==> config.mk <==
export PLATFORM = sky130hd
export DESIGN_NAME = fault_injection_trigger_unit
export DESIGN_NICKNAME = d
export VERILOG_FILES = /design/src/rtl/fit_pkg.sv /design/src/rtl/fit_state_mem.sv /design/src/rtl/fit_check.sv /design/src/rtl/fault_injection_trigger_unit.sv
export SDC_FILE = /design/constraint.sdc
export NUM_CORES = 1
export LEC_CHECK = 0
export BUFFER_PORTS_ARGS = -buffer_cell sky130_fd_sc_hd__buf_4
export CORE_ASPECT_RATIO = 0.7
export CORE_MARGIN = 2
export CORE_UTILIZATION = 59
export CTS_BUF_LIST = sky130_fd_sc_hd__clkbuf_4
export CTS_CLUSTER_SIZE = 12
export DETAILED_ROUTE_END_ITERATION = 8
export GPL_TIMING_DRIVEN = 0
export MAX_ROUTING_LAYER = met4
export PLACE_DENSITY = 0.79
export SYNTH_ARGS = -nofsm -noshare
export SYNTH_HDL_FRONTEND = slang
export SYNTH_HIERARCHICAL = 1
export SYNTH_SLANG_ARGS = --single-unit
==> constraint.sdc <==
create_clock -name aclk -period 11.5 [get_ports aclk]
set_clock_uncertainty 0.2 [all_clocks]
set_input_delay 0.575 -clock aclk [delete_from_list [all_inputs] [get_ports aclk]]
set_output_delay 0.575 -clock aclk [all_outputs]
set_load 0.01 [all_outputs]
==> src/rtl/fit_pkg.sv <==
// ----------------------------------------------------------------------------
// fit_pkg
// Types, codes and field helpers shared by the fault injection trigger unit.
// ----------------------------------------------------------------------------
package fit_pkg;

    // Default number of fault types and the number of types that the
    // configuration registers carry fields for
    localparam int DEF_NUM_TYPES = 4;
    localparam int REG_TYPES     = 4;

    // Width of a type number wide enough to compare against NUM_TYPES (1..16)
    localparam int TYPE_W  = 5;
    // Width of the fault type field on the stream
    localparam int FTYPE_W = 2;

    localparam int TIME_W   = 48;
    localparam int PERIOD_W = 16;
    localparam int INTVL_W  = 16;
    localparam int BURST_W  = 8;
    localparam int MODE_W   = 2;

    // Configuration port
    localparam int CFG_IDX_W  = 3;
    localparam int CFG_DATA_W = 64;

    localparam logic [CFG_IDX_W-1:0] CFG_MODES     = 3'd0;
    localparam logic [CFG_IDX_W-1:0] CFG_PERIODS   = 3'd1;
    localparam logic [CFG_IDX_W-1:0] CFG_INTERVALS = 3'd2;
    localparam logic [CFG_IDX_W-1:0] CFG_BURSTS    = 3'd3;

    // Action codes carried in tuser
    localparam logic ACT_TICK  = 1'b0;
    localparam logic ACT_CHECK = 1'b1;

    typedef enum logic [MODE_W-1:0] {
        MODE_OFF   = 2'd0,
        MODE_FIXED = 2'd1,
        MODE_COUNT = 2'd2,
        MODE_TIME  = 2'd3
    } mode_t;

    // Per-type configuration, sliced out of the registers
    typedef struct packed {
        mode_t                mode;
        logic [PERIOD_W-1:0]  period;
        logic [INTVL_W-1:0]   interval;
        logic [BURST_W-1:0]   burst;
    } type_cfg_t;

    // Per-type state record held in the state memory
    typedef struct packed {
        logic [BURST_W-1:0]   burst_left;
        logic [PERIOD_W-1:0]  phase;
        logic [TIME_W-1:0]    next_trig;
    } rec_t;

    // Slice one type's fields out of the configuration registers;
    // types that have no field in the registers read as all zero
    function automatic type_cfg_t type_cfg(
        input logic [TYPE_W-1:0] t,
        input logic [7:0]        modes,
        input logic [63:0]       periods,
        input logic [63:0]       intervals,
        input logic [31:0]       bursts
    );
        type_cfg_t   c;
        logic [1:0]  i;
        c = '0;
        i = t[1:0];
        if (t < TYPE_W'(REG_TYPES)) begin
            c.mode     = mode_t'(modes[i*MODE_W +: MODE_W]);
            c.period   = periods[i*PERIOD_W +: PERIOD_W];
            c.interval = intervals[i*INTVL_W +: INTVL_W];
            c.burst    = bursts[i*BURST_W +: BURST_W];
        end
        return c;
    endfunction

endpackage

==> src/rtl/fit_state_mem.sv <==
// ----------------------------------------------------------------------------
// fit_state_mem
// Per-type state memory: one write port, one registered read port, and a
// write-back register that forwards the latest write to a read that raced it.
// ----------------------------------------------------------------------------
module fit_state_mem #(
    parameter int NUM_TYPES = fit_pkg::DEF_NUM_TYPES,
    parameter int AW        = 2
) (
    input  logic           aclk,
    input  logic           aresetn,
    input  logic           rd_en,
    input  logic [AW-1:0]  rd_addr,
    output fit_pkg::rec_t  rd_data,
    input  logic           wr_en,
    input  logic [AW-1:0]  wr_addr,
    input  fit_pkg::rec_t  wr_data
);
    import fit_pkg::*;

    rec_t          mem [NUM_TYPES];
    rec_t          rd_q_reg;
    logic [AW-1:0] rd_addr_reg;
    logic          wb_valid_reg;
    logic [AW-1:0] wb_addr_reg;
    rec_t          wb_data_reg;

    // Storage write
    always_ff @(posedge aclk) begin
        if (wr_en) begin
            mem[wr_addr] <= wr_data;
        end
    end

    // Registered read, read-old on a same-edge write
    always_ff @(posedge aclk) begin
        if (rd_en) begin
            rd_q_reg    <= mem[rd_addr];
            rd_addr_reg <= rd_addr;
        end
    end

    // Latest write, kept for forwarding
    always_ff @(posedge aclk) begin
        if (!aresetn) begin
            wb_valid_reg <= 1'b0;
        end else if (wr_en) begin
            wb_valid_reg <= 1'b1;
        end
    end

    always_ff @(posedge aclk) begin
        if (wr_en) begin
            wb_addr_reg <= wr_addr;
            wb_data_reg <= wr_data;
        end
    end

    // The write-back register always holds the newest value of its entry
    assign rd_data = (wb_valid_reg && (wb_addr_reg == rd_addr_reg)) ? wb_data_reg : rd_q_reg;

endmodule

==> src/rtl/fit_check.sv <==
// ----------------------------------------------------------------------------
// fit_check
// Decision logic for one check: takes the type's record and configuration,
// returns the inject bit and the updated record.
// ----------------------------------------------------------------------------
module fit_check (
    input  fit_pkg::rec_t                    cur,
    input  fit_pkg::type_cfg_t               tcfg,
    input  logic [fit_pkg::TIME_W-1:0]       time_now,
    output fit_pkg::rec_t                    nxt,
    output logic                             inject
);
    import fit_pkg::*;

    logic [TIME_W-1:0]   rearm_time;
    logic [PERIOD_W:0]   phase_inc;
    logic                fire;

    assign rearm_time = time_now + TIME_W'(tcfg.interval);
    assign phase_inc  = {1'b0, cur.phase} + (PERIOD_W+1)'(1);

    always_comb begin
        nxt    = cur;
        fire   = 1'b0;
        inject = 1'b0;
        if (cur.burst_left != '0) begin
            // pending burst injects whatever the mode
            nxt.burst_left = cur.burst_left - BURST_W'(1);
            inject         = 1'b1;
            if (tcfg.mode == MODE_TIME && cur.burst_left == BURST_W'(1)) begin
                nxt.next_trig = rearm_time;
            end
        end else begin
            unique case (tcfg.mode)
                MODE_FIXED: begin
                    inject = 1'b1;
                end
                MODE_COUNT: begin
                    if (tcfg.period != '0) begin
                        if (phase_inc >= {1'b0, tcfg.period}) begin
                            fire      = 1'b1;
                            nxt.phase = '0;
                        end else begin
                            nxt.phase = phase_inc[PERIOD_W-1:0];
                        end
                    end
                end
                MODE_TIME: begin
                    if (time_now >= cur.next_trig) begin
                        fire = 1'b1;
                        if (tcfg.burst <= BURST_W'(1)) begin
                            nxt.next_trig = rearm_time;
                        end
                    end
                end
                default: begin
                end
            endcase
            // a trigger opens a burst
            if (fire) begin
                inject = 1'b1;
                if (tcfg.burst != '0) begin
                    nxt.burst_left = tcfg.burst - BURST_W'(1);
                end
            end
        end
    end

endmodule

==> src/rtl/fault_injection_trigger_unit.sv <==
// ----------------------------------------------------------------------------
// fault_injection_trigger_unit
// Result path: an accepted check passes the memory read into stage 1, then the
//   decision into the output register that drives m_tvalid.
// Throughput: one transaction per cycle (one read and one write port, write
//   forwarding); a check in stage 1 stalls s_tready while m_tvalid holds a prior result that m_tready has not taken.
// Reset and configuration register writes run a rearm pass over every entry of
//   the state memory, during which s_tready is low.
// ----------------------------------------------------------------------------
module fault_injection_trigger_unit #(
    parameter int NUM_TYPES = fit_pkg::DEF_NUM_TYPES
) (
    input  logic                               aclk,
    input  logic                               aresetn,
    // input stream
    input  logic                               s_tvalid,
    output logic                               s_tready,
    input  logic [7:0]                         s_tdata,   // [1:0] fault_type
    input  logic [0:0]                         s_tuser,   // [0] action
    // result stream
    output logic                               m_tvalid,
    input  logic                               m_tready,
    output logic [7:0]                         m_tdata,   // [0] inject
    output logic [1:0]                         m_tuser,   // [1:0] checked_type
    // configuration write port
    input  logic                               cfg_we,
    input  logic [fit_pkg::CFG_IDX_W-1:0]      cfg_index,
    input  logic [fit_pkg::CFG_DATA_W-1:0]     cfg_wdata
);
    import fit_pkg::*;

    localparam int TYPE_AW = (NUM_TYPES > 1) ? $clog2(NUM_TYPES) : 1;

    // configuration registers
    logic [7:0]   modes_reg;
    logic [63:0]  periods_reg;
    logic [63:0]  intervals_reg;
    logic [31:0]  bursts_reg;
    logic         cfg_hit;

    // rearm pass
    logic               sweep_busy_reg;
    logic [TYPE_AW-1:0] sweep_idx_reg;
    type_cfg_t          sweep_cfg;
    rec_t               sweep_rec;

    // stage 1 (memory data available)
    logic               s1_valid_reg;
    logic               s1_check_reg;
    logic               s1_hit_reg;
    logic [FTYPE_W-1:0] s1_type_reg;
    logic [TYPE_AW-1:0] s1_addr_reg;
    logic               s1_go;
    logic               s1_done;

    logic [TIME_W-1:0]  time_now_reg;

    // output register
    logic               m_valid_reg;
    logic               m_inject_reg;
    logic [FTYPE_W-1:0] m_type_reg;

    // input decode
    logic               accept;
    logic [FTYPE_W-1:0] in_type;
    logic               in_hit;
    logic [TYPE_AW-1:0] in_addr;

    // memory and decision
    rec_t               rd_rec;
    rec_t               chk_rec;
    logic               chk_inject;
    type_cfg_t          s1_cfg;
    logic               mem_we;
    logic [TYPE_AW-1:0] mem_waddr;
    rec_t               mem_wdata;

    // ------------------------------------------------------------------
    // Configuration registers
    assign cfg_hit = cfg_we && (cfg_index <= CFG_BURSTS);

    always_ff @(posedge aclk) begin
        if (!aresetn) begin
            modes_reg     <= '0;
            periods_reg   <= '0;
            intervals_reg <= '0;
            bursts_reg    <= '0;
        end else if (cfg_we) begin
            unique case (cfg_index)
                CFG_MODES:     modes_reg     <= cfg_wdata[7:0];
                CFG_PERIODS:   periods_reg   <= cfg_wdata;
                CFG_INTERVALS: intervals_reg <= cfg_wdata;
                CFG_BURSTS:    bursts_reg    <= cfg_wdata[31:0];
                default: begin
                end
            endcase
        end
    end

    // ------------------------------------------------------------------
    // Rearm pass: one entry per cycle after reset and each register write
    always_ff @(posedge aclk) begin
        if (!aresetn) begin
            sweep_busy_reg <= 1'b1;
            sweep_idx_reg  <= '0;
        end else if (cfg_hit) begin
            sweep_busy_reg <= 1'b1;
            sweep_idx_reg  <= '0;
        end else if (sweep_busy_reg) begin
            if (sweep_idx_reg == TYPE_AW'(NUM_TYPES - 1)) begin
                sweep_busy_reg <= 1'b0;
            end else begin
                sweep_idx_reg <= sweep_idx_reg + TYPE_AW'(1);
            end
        end
    end

    assign sweep_cfg = type_cfg(TYPE_W'(sweep_idx_reg), modes_reg, periods_reg,
                                intervals_reg, bursts_reg);

    always_comb begin
        sweep_rec           = '0;
        sweep_rec.next_trig = time_now_reg + TIME_W'(sweep_cfg.interval);
    end

    // ------------------------------------------------------------------
    // Input side
    assign s1_go    = !s1_valid_reg || !s1_check_reg || !m_valid_reg || m_tready;
    assign s1_done  = s1_valid_reg && s1_go;
    assign s_tready = !sweep_busy_reg && s1_go;
    assign accept   = s_tvalid && s_tready;

    assign in_type = s_tdata[FTYPE_W-1:0];
    assign in_hit  = TYPE_W'(in_type) < TYPE_W'(NUM_TYPES);
    assign in_addr = in_hit ? TYPE_AW'(in_type) : '0;

    always_ff @(posedge aclk) begin
        if (!aresetn) begin
            s1_valid_reg <= 1'b0;
        end else if (s1_go) begin
            s1_valid_reg <= accept;
        end
    end

    always_ff @(posedge aclk) begin
        if (accept) begin
            s1_check_reg <= (s_tuser[0] == ACT_CHECK);
            s1_hit_reg   <= in_hit;
            s1_type_reg  <= in_type;
            s1_addr_reg  <= in_addr;
        end
    end

    // ------------------------------------------------------------------
    // State memory and decision
    fit_state_mem #(
        .NUM_TYPES (NUM_TYPES),
        .AW        (TYPE_AW)
    ) u_mem (
        .aclk    (aclk),
        .aresetn (aresetn),
        .rd_en   (accept),
        .rd_addr (in_addr),
        .rd_data (rd_rec),
        .wr_en   (mem_we),
        .wr_addr (mem_waddr),
        .wr_data (mem_wdata)
    );

    assign s1_cfg = type_cfg(TYPE_W'(s1_type_reg), modes_reg, periods_reg,
                             intervals_reg, bursts_reg);

    fit_check u_check (
        .cur      (rd_rec),
        .tcfg     (s1_cfg),
        .time_now (time_now_reg),
        .nxt      (chk_rec),
        .inject   (chk_inject)
    );

    // Write-back: rearm pass has the port to itself
    always_comb begin
        if (sweep_busy_reg) begin
            mem_we    = 1'b1;
            mem_waddr = sweep_idx_reg;
            mem_wdata = sweep_rec;
        end else begin
            mem_we    = s1_done && s1_check_reg && s1_hit_reg;
            mem_waddr = s1_addr_reg;
            mem_wdata = chk_rec;
        end
    end

    // ------------------------------------------------------------------
    // Microsecond clock, advanced in order with the checks
    always_ff @(posedge aclk) begin
        if (!aresetn) begin
            time_now_reg <= '0;
        end else if (s1_done && !s1_check_reg) begin
            time_now_reg <= time_now_reg + TIME_W'(1);
        end
    end

    // ------------------------------------------------------------------
    // Output register
    always_ff @(posedge aclk) begin
        if (!aresetn) begin
            m_valid_reg <= 1'b0;
        end else if (s1_done && s1_check_reg) begin
            m_valid_reg <= 1'b1;
        end else if (m_tready) begin
            m_valid_reg <= 1'b0;
        end
    end

    always_ff @(posedge aclk) begin
        if (s1_done && s1_check_reg) begin
            m_inject_reg <= s1_hit_reg && chk_inject;
            m_type_reg   <= s1_type_reg;
        end
    end

    assign m_tvalid = m_valid_reg;
    assign m_tdata  = {7'b0, m_inject_reg};
    assign m_tuser  = m_type_reg;

    // ------------------------------------------------------------------
    // Assertions
    a_no_accept_in_rearm: assert property (@(posedge aclk) disable iff (!aresetn)
        sweep_busy_reg |-> !s_tready)
        else $error("input accepted during rearm pass");

    a_accept_fills_s1: assert property (@(posedge aclk) disable iff (!aresetn)
        accept |=> s1_valid_reg)
        else $error("accepted transaction lost before stage 1");

    a_tick_advances: assert property (@(posedge aclk) disable iff (!aresetn)
        (s1_done && !s1_check_reg) |=> (time_now_reg == $past(time_now_reg) + TIME_W'(1)))
        else $error("tick did not advance the clock");

    a_unknown_type_quiet: assert property (@(posedge aclk) disable iff (!aresetn)
        (m_valid_reg && (TYPE_W'(m_type_reg) >= TYPE_W'(NUM_TYPES))) |-> !m_inject_reg)
        else $error("inject reported for a type beyond NUM_TYPES");

endmodule
==> metrics.yaml <==
outcome: "completed"
ff2ff_path_depth: 17
cts_tree: "done"
hpwl_um: 70820
maxSlewViolCount: 0
die_w_um: 285.4
power.density_nw_per_um2: 139.3
ys_ff_latch: 664
nNetsFinal: 3279
critPathCapture: "u_mem/wb_data_reg[39]"
stdcell_count: 3956
regArea_sq_um: 17720
drc_errors: 0
viasPerCell: 6.189
max_freq_ghz: 0.1679
yosysSeqAreaShare_pct: 54.17
synthFlopType: "edfxtp_1"
finalCriticalPeriod_ps: 5955
multiInputGateArea_sq_um: 13960
synth.most_common_cell: "nand2_1"
layout-drive-gt1-share_pct: 21.31
netlist_area_sq_um: 32700
drt_iter0_drc: 2993
start_kind: "flip-flop"
r2r_end: "u_mem/wb_data_reg[39]"
syn_avg_cell_area_sq_um: 11.85
r2r-start: "u_mem/wb_addr_reg[0]"
synth_area_leader_cell: "edfxtp_1"
crit_path_start: "u_mem/wb_addr_reg[0]"
cts_htree_levels: 4
pre_cts_slack_ps: 5699
hold_path.class: "in2reg"
die_y_um: 201.0
peakVddDrop_mv: 0.1156
vias: 24480
tightestPinTransition_ps: 1039
cts_root_buffer: "clkbuf_4"
rows: 72
grt_usage_pct: 35.50
synth_common_cells: "nand2_1 (479), edfxtp_1 (442), a21oi_1 (233), dfxtp_1 (222), mux4_2 (130)"
clk_pin_slew_ps: 80
core-area_sq_um: 55040
antenna_found_initial: 2
cts.sinks: 664
rsz0062_at_grt: "no"
yosysTopAreaCellShare_pct: 40.58
boundaryPins: 93
port_buffers: 78
endpoint_kind: "flip-flop"
totalWireLength_um: 98060
crit_top_cell: "nor2_1"
grt_pass1_vias: 24100
worstSkewPairLatency_ps: 920
wire_per_inst_um: 24.79
place_inst: 3600
grt_pass1_wl_um: 147200
gp_congestion: 1.002
synth_edf_count: 442
initial_core_util_pct: 59.42
cp.arrival_ps: 6370
largest_reg_flops: 288
max-clock-path-buffers: 3
grt_max_degree: 44
cp_slowest_stage_delay_ps: 590
die-area_sq_um: 57360
cp_slowest_cell: "a2111oi_0"
async_flop_share_pct: 0
finalSetupViolCount: 0
p_leak_uw: 0.01414
cts_resized: 0
synthToLayoutAreaGrowth_pct: 14.32
dr.pass1.iters: 6
numCtsBuffers: 157
fillers: 4072
fin_ws_ps: 5545
hold_viol_final: 0
synth_top_cells_by_area: "edfxtp_1 (41%), dfxtp_1 (14%), mux4_2 (9.0%)"
worstPathRequired_ps: 11910
drv_cap: 0
postSynthCellCount: 2759
worst-setup-path-type: "reg2reg"
reg2reg_slack_ps: 5540
path_max_fanout: 10
overflow: 0
critical_path.cell_chain: "xnor2_1 -> nand3_4 -> buf_6 -> mux2_4 -> inv_1 -> ha_1 -> a21oi_1 -> nor2_1 -> a2111oi_0 -> o211ai_1 -> a41o_1 -> a21oi_4 -> clkbuf_1 -> nand2_1 -> o21ai_0 -> nor2_1 -> a31oi_1"
slew-limit-headroom_pct: 30.76
ys_types: 103
ant_nets: 0
post-route-period-util_pct: 51.78
yosys_warnings: 6
-- report_power, final --
| part | leakage (uW) | switching (uW) | internal [uW] | total, uW |
|---|---|---|---|---|
| Combinational | 0.00664 | 289 | 212 | 500 |
| Sequential | 0.00627 | 39.7 | 2690 | 2730 |
| Clock | 0.00123 | 957 | 1020 | 1980 |
| Total | 0.0141 | 1290 | 3920 | 5210 |
-- cells by family after synthesis --
group / count (synthesis) / synth area share (%)
simple gates: 925 / 13.15
flops: 664 / 54.17
compound gates: 463 / 8.516
buf+inv: 238 / 3.321
mux: 227 / 13.12
xor+xnor: 136 / 3.642
fa+ha+maj: 105 / 4.063
other cells: 1 / 0.01147
-- layout make-up --
class	count	area share, %
sequential	664	47.39
multi-input combinational	1863	37.33
clock buffer	241	4.839
timing repair buffer	169	4.381
tap	740	2.476
buffer	150	2.021
inverter	88	0.8902
clock inverter	39	0.6660
antenna	2	0.01339
-- per-layer routing --
layer | vias to the layer above | wire length, um | part of all wire (%) | GRT usage (%)
met4 | 0 | 2565 | 2.6 | 10.53
met1 | 12070 | 42240 | 43 | 50.32
met5 | - | 0 | 0 | -
li1 | 10900 | - | - | -
met3 | 198 | 10540 | 11 | 9.114
met2 | 1317 | 42710 | 44 | 50.63
-- metrics by stage --
step                      hold WS (ps)  cell area (sq um)  setup TNS (ps)  util, %  total power [uW]
after floorplan                  224.4              32730               0        -              3067
after global placement           233.5              34240         -472810    62.20              3222
after detailed placement         246.5              34580               0    62.83              3253
after CTS                        16.59              37380               0    67.92              5233
after global routing             42.51              37390               0    67.93              5404
final                            102.3              37390               0    67.93              5209
-- timing repair --
action	4_1_cts	5_1_grt
setup endpoints to repair	0	0
hold buffers	74	0
hold endpoints to repair	185	0
setup buffers	0	0
-- how the worst min path moves through the flow --
stage	slack, ps	endpoint	cells after the start	startpoint
CTS	20	sweep_busy_reg	3	cfg_index[2]
global route	40	sweep_busy_reg	3	cfg_index[2]
floorplan	220	m_tuser[0]	0	s1_addr_reg[0]
finish	100	sweep_busy_reg	3	cfg_index[2]
detailed placement	250	bursts_reg[23]	2	bursts_reg[23]
global placement	230	m_tuser[0]	0	s1_addr_reg[0]
-- critical path: cells and delay by family, from the launching register on --
kind	cells	cell delay (ps)
buf+inv	3	920
simple gates	4	570
fa+ha+maj	1	240
compound gates	7	2640
mux	1	340
xor+xnor	1	290
flops	1	420
-- placed cells by master (no fill, tap or decap), types with 10 or more instances in the layout --
cell type and count:
xor2_1 68, nor4_1 21, clkinv_1 22, mux2_4 73, nor2b_1 34, buf_4 97
and4_1 11, a211oi_1 10, buf_6 19, mux2_2 20, o21a_1 11, dfxtp_1 222
clkbuf_1 89, mux4_2 130, and3_1 26, a21o_1 19, nand4_1 42, and2_1 17
o31ai_1 11, dlygate4sd3_1 74, a31oi_1 16, or3_1 11, clkbuf_4 241, nor3_1 28
o21ai_0 87, buf_2 19, inv_1 85, xnor2_1 68, nand2_1 479, a21oi_1 233
edfxtp_1 442, ha_1 103, nor2_1 127, o21ai_1 12, nand3_1 73
No activity file was read; power rests on OpenSTA's default activity.
